## config.mk

```make
export PLATFORM = sky130hd
export DESIGN_NAME = maidenhead_locator_decode
export DESIGN_NICKNAME = d
export VERILOG_FILES = /design/src/rtl/mld_pkg.sv /design/src/rtl/mld_front.sv /design/src/rtl/mld_axis.sv /design/src/rtl/maidenhead_locator_decode.sv
export SDC_FILE = /design/constraint.sdc
export NUM_CORES = 1
export LEC_CHECK = 0
export ABC_AREA = 1
export BUFFER_PORTS_ARGS = -buffer_cell sky130_fd_sc_hd__buf_2
export CAP_MARGIN = 10
export CORE_UTILIZATION = 60
export CTS_BUF_LIST = sky130_fd_sc_hd__clkbuf_4
export CTS_CLUSTER_DIAMETER = 50
export DETAILED_ROUTE_END_ITERATION = 12
export GPL_TIMING_DRIVEN = 0
export HOLD_SLACK_MARGIN = 0.02
export PLACE_DENSITY_LB_ADDON = 0.15
export SYNTH_ARGS = -nofsm -noshare
export SYNTH_HDL_FRONTEND = slang
export SYNTH_SLANG_ARGS = --single-unit
export TNS_END_PERCENT = 1
```

## constraint.sdc

```tcl
create_clock -name i_clk -period 12.35 [get_ports i_clk]
set_clock_uncertainty 0.2 [all_clocks]
set_input_delay 1.235 -clock i_clk [delete_from_list [all_inputs] [get_ports i_clk]]
set_output_delay 1.235 -clock i_clk [all_outputs]
set_load 0.005 [all_outputs]
```

## src/rtl/mld_pkg.sv

```systemverilog
// Shared types and constants for the Maidenhead locator decoder.
// No dependencies; used by every module of the block.
package mld_pkg;

    localparam int unsigned NUM_CHARS = 10;
    localparam int unsigned NUM_PAIRS = 5;
    localparam int unsigned CHAR_W    = 8;
    localparam int unsigned WGT_W     = 5;
    localparam int unsigned LEN_W     = 4;
    localparam int unsigned COORD_W   = 21;
    localparam int unsigned FINE_W    = 13;

    // Pair weights in output units, same for both axes
    localparam logic [COORD_W-1:0] C_WGT_FIELD  = 21'd57600;
    localparam logic [COORD_W-1:0] C_WGT_SQUARE = 21'd5760;
    localparam logic [FINE_W-1:0]  C_WGT_SUB    = 13'd240;
    localparam logic [FINE_W-1:0]  C_WGT_EXT    = 13'd24;

    // -518400 in two's complement, 21 bits
    localparam logic [COORD_W-1:0] C_ORIGIN = 21'h181700;

    typedef logic [NUM_PAIRS-1:0][WGT_W-1:0] t_wgt;

    typedef struct packed {
        logic vld;
        logic ok;
        t_wgt lat_w;
        t_wgt lon_w;
    } t_front;

endpackage

```

## src/rtl/mld_front.sv

```systemverilog
// Input stage: padding, reserved-word and class checks, character weights.
// Depends on mld_pkg.
module mld_front (
    input  logic                          i_clk,
    input  logic                          i_rst_n,
    input  logic                          i_vld,
    input  logic [mld_pkg::LEN_W-1:0]     i_length,
    input  logic [mld_pkg::NUM_CHARS-1:0][mld_pkg::CHAR_W-1:0] i_chars,
    output mld_pkg::t_front               o_front
);

    localparam logic [mld_pkg::CHAR_W-1:0] CH_L = 8'h4C;
    localparam logic [mld_pkg::CHAR_W-1:0] CH_5 = 8'h35;
    localparam logic [mld_pkg::CHAR_W-1:0] CH_A = 8'h41;
    localparam logic [mld_pkg::CHAR_W-1:0] CH_Z = 8'h5A;
    localparam logic [mld_pkg::CHAR_W-1:0] CH_LA = 8'h61;
    localparam logic [mld_pkg::CHAR_W-1:0] CH_LZ = 8'h7A;
    localparam logic [mld_pkg::CHAR_W-1:0] CH_0 = 8'h30;
    localparam logic [mld_pkg::CHAR_W-1:0] CH_9 = 8'h39;
    localparam logic [mld_pkg::CHAR_W-1:0] CH_UPPER_MASK = 8'hDF;
    // "RR73", "TU73", "JT65", first character in the low byte
    localparam logic [31:0] WORD_RR73 = 32'h3337_5252;
    localparam logic [31:0] WORD_TU73 = 32'h3337_5554;
    localparam logic [31:0] WORD_JT65 = 32'h3536_544A;
    localparam logic [mld_pkg::LEN_W-1:0] LEN_MIN = 4'd4;
    localparam logic [mld_pkg::LEN_W-1:0] LEN_MAX = 4'd10;

    mld_pkg::t_front r_front;
    mld_pkg::t_front n_front;

    logic [mld_pkg::NUM_CHARS-1:0][mld_pkg::CHAR_W-1:0] s;
    logic [mld_pkg::NUM_CHARS-1:0]                      cls_ok;
    logic [mld_pkg::NUM_CHARS-1:0][mld_pkg::CHAR_W-1:0] wgt8;
    logic [31:0]                                        head;
    logic                                               len_ok;
    logic                                               reserved;

    always_comb begin
        for (int i = 0; i < mld_pkg::NUM_CHARS; i++) begin
            logic letter_pos;
            logic [mld_pkg::CHAR_W-1:0] up;
            letter_pos = (((i >> 1) & 1) == 0);
            s[i] = (4'(i) < i_length) ? i_chars[i] : (letter_pos ? CH_L : CH_5);
            up = s[i] & CH_UPPER_MASK;
            if (letter_pos) begin
                cls_ok[i] = ((s[i] >= CH_A) && (s[i] <= CH_Z)) ||
                            ((s[i] >= CH_LA) && (s[i] <= CH_LZ));
                wgt8[i]   = up - CH_A;
            end else begin
                cls_ok[i] = (s[i] >= CH_0) && (s[i] <= CH_9);
                wgt8[i]   = s[i] - CH_0;
            end
        end
        head     = {i_chars[3], i_chars[2], i_chars[1], i_chars[0]};
        len_ok   = (i_length >= LEN_MIN) && (i_length <= LEN_MAX);
        reserved = (head == WORD_RR73) || (head == WORD_TU73) || (head == WORD_JT65);

        n_front.vld = i_vld;
        n_front.ok  = len_ok && !reserved && (&cls_ok);
        for (int p = 0; p < mld_pkg::NUM_PAIRS; p++) begin
            n_front.lon_w[p] = wgt8[2*p][mld_pkg::WGT_W-1:0];
            n_front.lat_w[p] = wgt8[2*p+1][mld_pkg::WGT_W-1:0];
        end
    end

    always_ff @(posedge i_clk) begin
        r_front.ok    <= n_front.ok;
        r_front.lat_w <= n_front.lat_w;
        r_front.lon_w <= n_front.lon_w;
        if (!i_rst_n) begin
            r_front.vld <= 1'b0;
        end else begin
            r_front.vld <= n_front.vld;
        end
    end

    assign o_front = r_front;

endmodule

```

## src/rtl/mld_axis.sv

```systemverilog
// Two-stage weighted sum for one axis: partial sums, then origin and zeroing.
// Depends on mld_pkg.
module mld_axis (
    input  logic                               i_clk,
    input  mld_pkg::t_wgt                      i_wgt,
    input  logic                               i_ok,
    output logic signed [mld_pkg::COORD_W-1:0] o_coord
);

    logic [mld_pkg::COORD_W-1:0] r_coarse, n_coarse;
    logic [mld_pkg::FINE_W-1:0]  r_fine, n_fine;
    logic                        r_ok;
    logic [mld_pkg::COORD_W-1:0] r_coord, n_coord;

    // field and square pairs, then subsquare, extended and fine
    assign n_coarse = mld_pkg::C_WGT_FIELD  * mld_pkg::COORD_W'(i_wgt[0])
                    + mld_pkg::C_WGT_SQUARE * mld_pkg::COORD_W'(i_wgt[1]);
    assign n_fine   = mld_pkg::C_WGT_SUB * mld_pkg::FINE_W'(i_wgt[2])
                    + mld_pkg::C_WGT_EXT * mld_pkg::FINE_W'(i_wgt[3])
                    + mld_pkg::FINE_W'(i_wgt[4]);

    // wraps mod 2^21; the true result always fits
    assign n_coord = r_ok ? (mld_pkg::C_ORIGIN + r_coarse + mld_pkg::COORD_W'(r_fine))
                          : '0;

    always_ff @(posedge i_clk) begin
        r_coarse <= n_coarse;
        r_fine   <= n_fine;
        r_ok     <= i_ok;
        r_coord  <= n_coord;
    end

    assign o_coord = signed'(r_coord);

endmodule

```

## src/rtl/maidenhead_locator_decode.sv

```systemverilog
// Top level of the Maidenhead locator decoder: check stage and two axis sums.
// Depends on mld_pkg, mld_front and mld_axis.
// One locator per cycle. start goes through mld_front, r_vld[0] and r_vld[1]
// to o_strobe. busy is always low; results appear for one cycle and cannot be
// stalled. Reset (synchronous, active low) clears the valid pipeline only.
module maidenhead_locator_decode (
    input  logic                               i_clk,
    input  logic                               i_rst_n,
    input  logic                               start,
    output logic                               busy,
    input  logic [3:0]                         i_length,
    input  logic [7:0]                         i_char0,
    input  logic [7:0]                         i_char1,
    input  logic [7:0]                         i_char2,
    input  logic [7:0]                         i_char3,
    input  logic [7:0]                         i_char4,
    input  logic [7:0]                         i_char5,
    input  logic [7:0]                         i_char6,
    input  logic [7:0]                         i_char7,
    input  logic [7:0]                         i_char8,
    input  logic [7:0]                         i_char9,
    output logic                               o_strobe,
    output logic                               o_ok,
    output logic signed [20:0]                 o_latitude,
    output logic signed [20:0]                 o_longitude
);

    logic [mld_pkg::NUM_CHARS-1:0][mld_pkg::CHAR_W-1:0] chars;
    mld_pkg::t_front front;
    logic [1:0] r_vld;
    logic [1:0] r_ok;

    assign busy  = 1'b0;
    assign chars = {i_char9, i_char8, i_char7, i_char6, i_char5,
                    i_char4, i_char3, i_char2, i_char1, i_char0};

    mld_front u_front (
        .i_clk    (i_clk),
        .i_rst_n  (i_rst_n),
        .i_vld    (start && !busy),
        .i_length (i_length),
        .i_chars  (chars),
        .o_front  (front)
    );

    mld_axis u_lat (
        .i_clk   (i_clk),
        .i_wgt   (front.lat_w),
        .i_ok    (front.ok),
        .o_coord (o_latitude)
    );

    mld_axis u_lon (
        .i_clk   (i_clk),
        .i_wgt   (front.lon_w),
        .i_ok    (front.ok),
        .o_coord (o_longitude)
    );

    always_ff @(posedge i_clk) begin
        r_ok <= {r_ok[0], front.ok};
        if (!i_rst_n) begin
            r_vld <= '0;
        end else begin
            r_vld <= {r_vld[0], front.vld};
        end
    end

    assign o_strobe = r_vld[1];
    assign o_ok     = r_ok[1];

endmodule
```

==> results of run 1 <==
## flip-flops by register name, summed over array words and instances (netlist names)
register / flops
u_lon.r_fine: 13
r_vld: 2
u_lat.o_coord: 21
u_lon.r_coarse: 14
u_lon.o_coord: 21
u_lat.r_fine: 13
r_ok: 2
u_lat.r_coarse: 14
u_front.o_front: 52
## cells by family after synthesis
logic type	Yosys count	synth area share
simple gates	462	0.179
other cells	1	0.000341
compound gates	155	0.0790
fa+ha+maj	240	0.297
xor+xnor	85	0.0676
buf+inv	293	0.100
flops	152	0.276
## cell usage in the layout, fill, tap and decap left out, types with 3 or more instances in the layout
cell type,synthesis,layout
nand3_1,64,64
clkbuf_4,0,17
inv_2,4,4
xor2_1,53,53
o21ai_0,32,32
ha_1,204,204
nor3_1,11,11
inv_1,284,284
xnor2_1,32,32
a21oi_1,82,82
nand4_1,17,17
o211ai_1,9,9
nand2_2,4,4
nor2_1,104,104
o21bai_1,4,4
nor2_2,3,3
clkbuf_1,4,4
dfxtp_1,152,152
buf_2,0,130
clkinvlp_4,0,3
a21o_1,10,10
or2_2,12,12
a31oi_1,11,11
nand2_1,239,239
inv_6,0,4
fa_1,36,36
## through the flow
stage	cell area, sq um	worst slack (ns)	utilization	hold WS, ns	cells
floorplan	11000	8.29	-	0.110	1388
global placement	11900	8.00	0.665	0.111	1747
detailed placement	11900	7.93	0.665	0.112	1747
CTS	12200	7.90	0.680	0.131	1779
global route	12200	7.66	0.680	0.132	1780
finish	12200	7.95	0.680	0.132	1780
## critical path: stages, from the launching register on
cell	delay [ns]
dfxtp_1	0.51
inv_1	0.12
fa_1	0.49
fa_1	0.52
inv_1	0.04
ha_1	0.37
nand2_1	0.10
nand2_1	0.06
a31oi_1	0.18
xor2_1	0.19
inv_1	0.06
ha_1	0.27
ha_1	0.36
a21o_1	0.18
a21oi_1	0.19
nor2_1	0.07
or2_2	0.27
nand3_1	0.06
nand2_1	0.07
## cell type report
| type | instances | area (sq um) |
|---|---|---|
| Sequential cell | 152 | 3040 |
| Timing Repair Buffer | 130 | 651 |
| Multi-Input combinational cell | 943 | 6860 |
| Fill cell | 1581 | 5750 |
| Clock buffer | 17 | 128 |
| Tap cell | 229 | 287 |
| Clock inverter | 15 | 141 |
| Inverter | 288 | 1080 |
| Buffer | 5 | 22.5 |
| Antenna cell | 1 | 2.50 |
## final timing paths
check | cells past startpoint | slack (ns) | from | endpoint
hold / removal | 0 | 0.13 | u_front.o_front[22]$_DFF_P_ | u_lon.r_fine[2]$_DFF_P_
setup / recovery | 18 | 7.95 | u_front.o_front[13]$_DFF_P_ | u_lon.r_fine[12]$_DFF_P_
hold reg to reg | 0 | 0.13 | u_front.o_front[22]$_DFF_P_ | u_lon.r_fine[2]$_DFF_P_
setup reg to reg | 18 | 7.95 | u_front.o_front[13]$_DFF_P_ | u_lon.r_fine[12]$_DFF_P_
## metal layers
layer | vias up | part of all wire | track usage
li1 | 4678 | - | -
met1 | 3853 | 0.49 | 0.311
met2 | 167 | 0.45 | 0.389
met3 | 29 | 0.040 | 0.0460
met4 | 0 | 0.019 | 0.0806
met5 | - | 0 | 0
## where the power goes
| group | leakage [uW] | switching [uW] | internal [uW] | total [uW] |
|---|---|---|---|---|
| registers | 0.00126 | 51.6 | 598 | 650 |
| logic | 0.00559 | 953 | 652 | 1610 |
| clock network | 0.000141 | 192 | 104 | 296 |
==> results.cfg, run 1 <==
[die]
die_h_microns = 137
io_pins = 132
die_area_sq_mm = 0.0189
core-area_sq_mm = 0.0180
initial_core_util = 0.613
num_rows = 49
fp.dieW_microns = 137

[timing]
hold_viol = 0
fin_crit_ns = 4.40
grt_setup_unrepaired = false
tns_ns = 0
setup_viol = 0
relSlewSlack = 0.400
slew_viol_final = 0
worstMarginPinSlew_ns = 0.891
fmax_mhz = 227
fin_crit_sh = 0.356

[final_layout]
drive_gt1_frac = 0.125
fin_nets = 1864
area_growth_syn_to_layout_pct = 11.0

[synth]
synth.cells.most_frequent = 284 x inv_1, 239 x nand2_1, 204 x ha_1
yosysUniqueCellTypes = 34
synth_flop_cell = dfxtp_1
synthCells = 1388
yosysSeqAreaShare = 0.276
synthArstFlopShare = 0
synthesis.area_sq_mm = 0.0110
synth_edf_count = 0
synth-seq-cells = 152
synth_area_leader_cell = dfxtp_1
synth.area.top_cells = dfxtp_1 28%, ha_1 23%, inv_1 9.7%, nand2_1 8.2%, fa_1 6.5%
synth_top_area_share = 0.276
yosysMostFrequentCell = inv_1
syn-num-nets = 1715
ys_warn_count = 0
syn_avg_cell_area_sq_um = 7.93

[route]
vias = 8727
avgRoutedWirePerCell_microns = 11.6
first_pass_iters = 5
drtAntennaViolNets = 0
drt-total-wl_microns = 20700
remaining_drc_errors = 0
vias_per_cell = 4.90
dr.first_iter.drc_count = 317

[clock_tree]
cts_setup_buffers = 0
cts_buffer_depth = 2
clk_pin_slew_ns = 0.13
cts_hold_buf = 0
cts_made_buffers = 17
cts_tree = yes
clock_sink_count = 152
htreeDepth = 4
ctsRootBufferMaster = clkbuf_4
insertion_delay_ns = 0.58
postCtsResizedCells = 0

[power_and_ir_drop]
p_leak_uw = 0.00699
vdd_drop_max_uv = 177
p_per_area_mw_per_mm2 = 209
p_total_uw = 2550

[grt]
grtUsageTotal = 0.237
grt_max_degree = 17
grt_pass1_vias = 8008
antenna_found_initial = 1
grt_pass1_wl_microns = 35300
overflow = 0

[worst_setup_path]
cp.arrival_ns = 4.68
cp_max_fo = 6
end_kind = flop
crit_type = reg -> reg
cp_data_required_time_ns = 12.63
startpoint_type = flop

[outcome]
outcome = finished, final reports clean

[min_path]
hp-class = reg -> reg

[job]
cap_violations = 0

[place]
portBuffers = 130
place.gp.congestion = 0.858
dp_hpwl_microns = 17400
No activity file was read; power rests on OpenSTA's default activity.
==> run 2: changes to the inputs <==
- ABC_AREA: 1 -> 0
- clock period: 12.35 -> 4.06 ns (I/O delays scaled with it)
==> run 2 against run 1 <==
Net effect: sequential power rose to 3.0 times the previous value; sequential share of layout area decreased by 0.41 points; synthesized area fell by 5.1%; non-clock buffer count up 71; synthesized cell count down 20%; flip-flop and latch count is the same; cell count down 13%; largest power group unchanged.
==> results.cfg, run 2 <==
[place]
dp_hpwl_microns = 17000
placed_area_sq_mm = 0.0114
place.gp.congestion = 0.845
portBuffers = 128

[grt]
grt-busiest-layer = met2
met2_usage = 0.426
overflow = 0
grt_util_met3 = 0.0499
grt_pass1_wl_microns = 35300
met1_usage = 0.303
grtUsageTotal = 0.248
antenna_found_initial = 1
grt_max_degree = 17
grt_pass1_vias = 7833

[synth]
muxShareOfSynthArea = 0.00287
yosysSeqAreaShare = 0.291
synth_edf_count = 0
synthesis.area_sq_mm = 0.0104
synthAdderAreaFrac = 0.313
yosysUniqueCellTypes = 62
synth_top_family_by_area = adder cells
synth_flop_cell = dfxtp_1
yosys.area_share.simple = 0.136
synth_xor_area_frac = 0.0738
synth_compound_area_frac = 0.124
synth.cells.most_frequent = 204 x ha_1, 152 x dfxtp_1, 146 x inv_1
synth.area.top_cells = dfxtp_1 29%, ha_1 24%, fa_1 6.9%, xnor2_1 5.5%, inv_1 5.2%
synth_area_leader_cell = dfxtp_1
synthArstFlopShare = 0
ys_warn_count = 0
yosysMostFrequentCell = ha_1
syn-num-nets = 1434
syn_avg_cell_area_sq_um = 9.44
synth_top_area_share = 0.291
synth-seq-cells = 152
synthCells = 1107

[final_layout]
area_growth_syn_to_layout_pct = 19.2
layout_common_cells = 201 x ha_1, 146 x inv_1, 145 x dfxtp_1
fin_area_sq_mm = 0.0125
drive_gt1_frac = 0.143
final_common_cell = ha_1
fin_nets = 1649
largest_register_ffs = 52

[worst_setup_path]
crit_type = reg -> reg
end_kind = flop
cp_max_fo = 3
startpoint_type = flop
cp_data_required_time_ns = 4.30
cp.arrival_ns = 4.18
ff2ff_path_depth = 15

[clock_tree]
cts_made_buffers = 17
ctsRootBufferMaster = clkbuf_4
htreeDepth = 4
cts_buffer_depth = 2
clock_sink_count = 152
cts_tree = yes
clk_pin_slew_ns = 0.12
insertion_delay_ns = 0.55

[route]
drtAntennaViolNets = 0
avgRoutedWirePerCell_microns = 13.8
drt-total-wl_microns = 21500
dr.first_iter.drc_count = 275
vias = 8061
vias_per_cell = 5.18
first_pass_iters = 5
remaining_drc_errors = 0

[timing]
fin_crit_sh = 0.969
tns_ns = 0
fin_crit_ns = 3.94
slew_viol_final = 0
fmax_mhz = 254
relSlewSlack = 0.591
hold_slack_ns = 0.0684
worstMarginPinSlew_ns = 0.606
setup_viol = 0
hold_viol = 0

[min_path]
hold_depth = 4
hp-class = in -> reg

[die]
initial_core_util = 0.621
io_pins = 132
die_area_sq_mm = 0.0179
num_rows = 47
fp.dieW_microns = 134
die_h_microns = 134
core-area_sq_mm = 0.0168

[power_and_ir_drop]
p_leak_uw = 0.00628
vdd_drop_max_uv = 312
p_per_area_mw_per_mm2 = 624

[outcome]
outcome = finished, final reports clean

[job]
cap_violations = 0
## run 2: changes by cell type in the layout (fill, tap and decap cells not counted), moves of 23 or more
cell and change:
inv_1 -138, nor2b_1 +23, a21oi_1 -52, xor2_1 -31, xnor2_1 +34, nand3_1 -56, nand2_1 -193, and2_1 +38
dlygate4sd3_1 +68
## run 2: logic make-up after synthesis
kind of cell | count (synthesis)
XOR/XNOR | 88
buffers and inverters | 156
AND/OR/NAND/NOR | 280
adder cells (fa/ha/maj) | 240
multiplexers | 3
flip-flops | 152
AO/OA/AOI/OAI | 187
other | 1
## run 2: cell type report
type | instances | area (sq um)
clock buffer | 18 | 135
antenna | 2 | 5.00
tap | 220 | 275
multi-input combinational | 799 | 6870
inverter | 146 | 548
timing repair buffer | 196 | 1320
clock inverter | 12 | 183
buffer | 10 | 65.1
fill | 1234 | 4370
sequential | 152 | 3050
## run 2: per-stage QoR
stage	std cells	power, uW	util	setup WS [ns]
final	1555	7770	0.740	0.125
after global routing	1554	8520	0.740	-0.0363
after CTS	1553	7690	0.736	0.0147
after detailed placement	1455	6540	0.676	-0.0162
after global placement	1455	6400	0.676	0.00551
after floorplan	1107	5640	-	0.290
## run 2: worst max-delay path, cell delays in order, from the launching register on
cell and delay (ns):
dfxtp_2 0.36, ha_1 0.32, ha_1 0.34, ha_4 0.27, ha_1 0.29, a21o_1 0.20, a21oi_2 0.17, o21ai_1 0.12
o41ai_2 0.32, xnor2_1 0.18, ha_1 0.31, a211oi_2 0.26, inv_1 0.10, a31oi_1 0.17, nor3b_1 0.09, xor2_1 0.14
## run 2: power breakdown
part	leakage [uW]	internal, uW	switching (uW)	total, uW
sequential	0.00126	1810	159	1970
combinational	0.00485	2220	2530	4750
clock	0.000168	540	507	1050
total	0.00628	4570	3190	7770
## run 2: worst paths after layout
path | endpoint | slack [ns] | from
worst min-delay path | u_front.o_front[50]$_DFF_P_ | 0.07 | i_char7[6]
worst min register to register | r_ok[0]$_DFF_P_ | 0.14 | u_front.o_front[50]$_DFF_P_
worst max-delay path | u_lon.r_coarse[19]$_DFF_P_ | 0.12 | u_front.o_front[7]$_DFF_P_
worst max register to register | u_lon.r_coarse[19]$_DFF_P_ | 0.12 | u_front.o_front[7]$_DFF_P_
## run 2: per-layer routing
layer,vias to the layer above,part of all wire
met3,38,0.050
met1,3634,0.46
met2,221,0.47
met4,0,0.024
met5,-,0
li1,4168,-
## run 2: repair_timing
action,CTS,global route
hold endpoints to repair,47,0
hold buffers,68,0
endpoints found under the setup margin,2,10
resized for setup,3,25
setup buffers,0,0
pin swaps,0,4
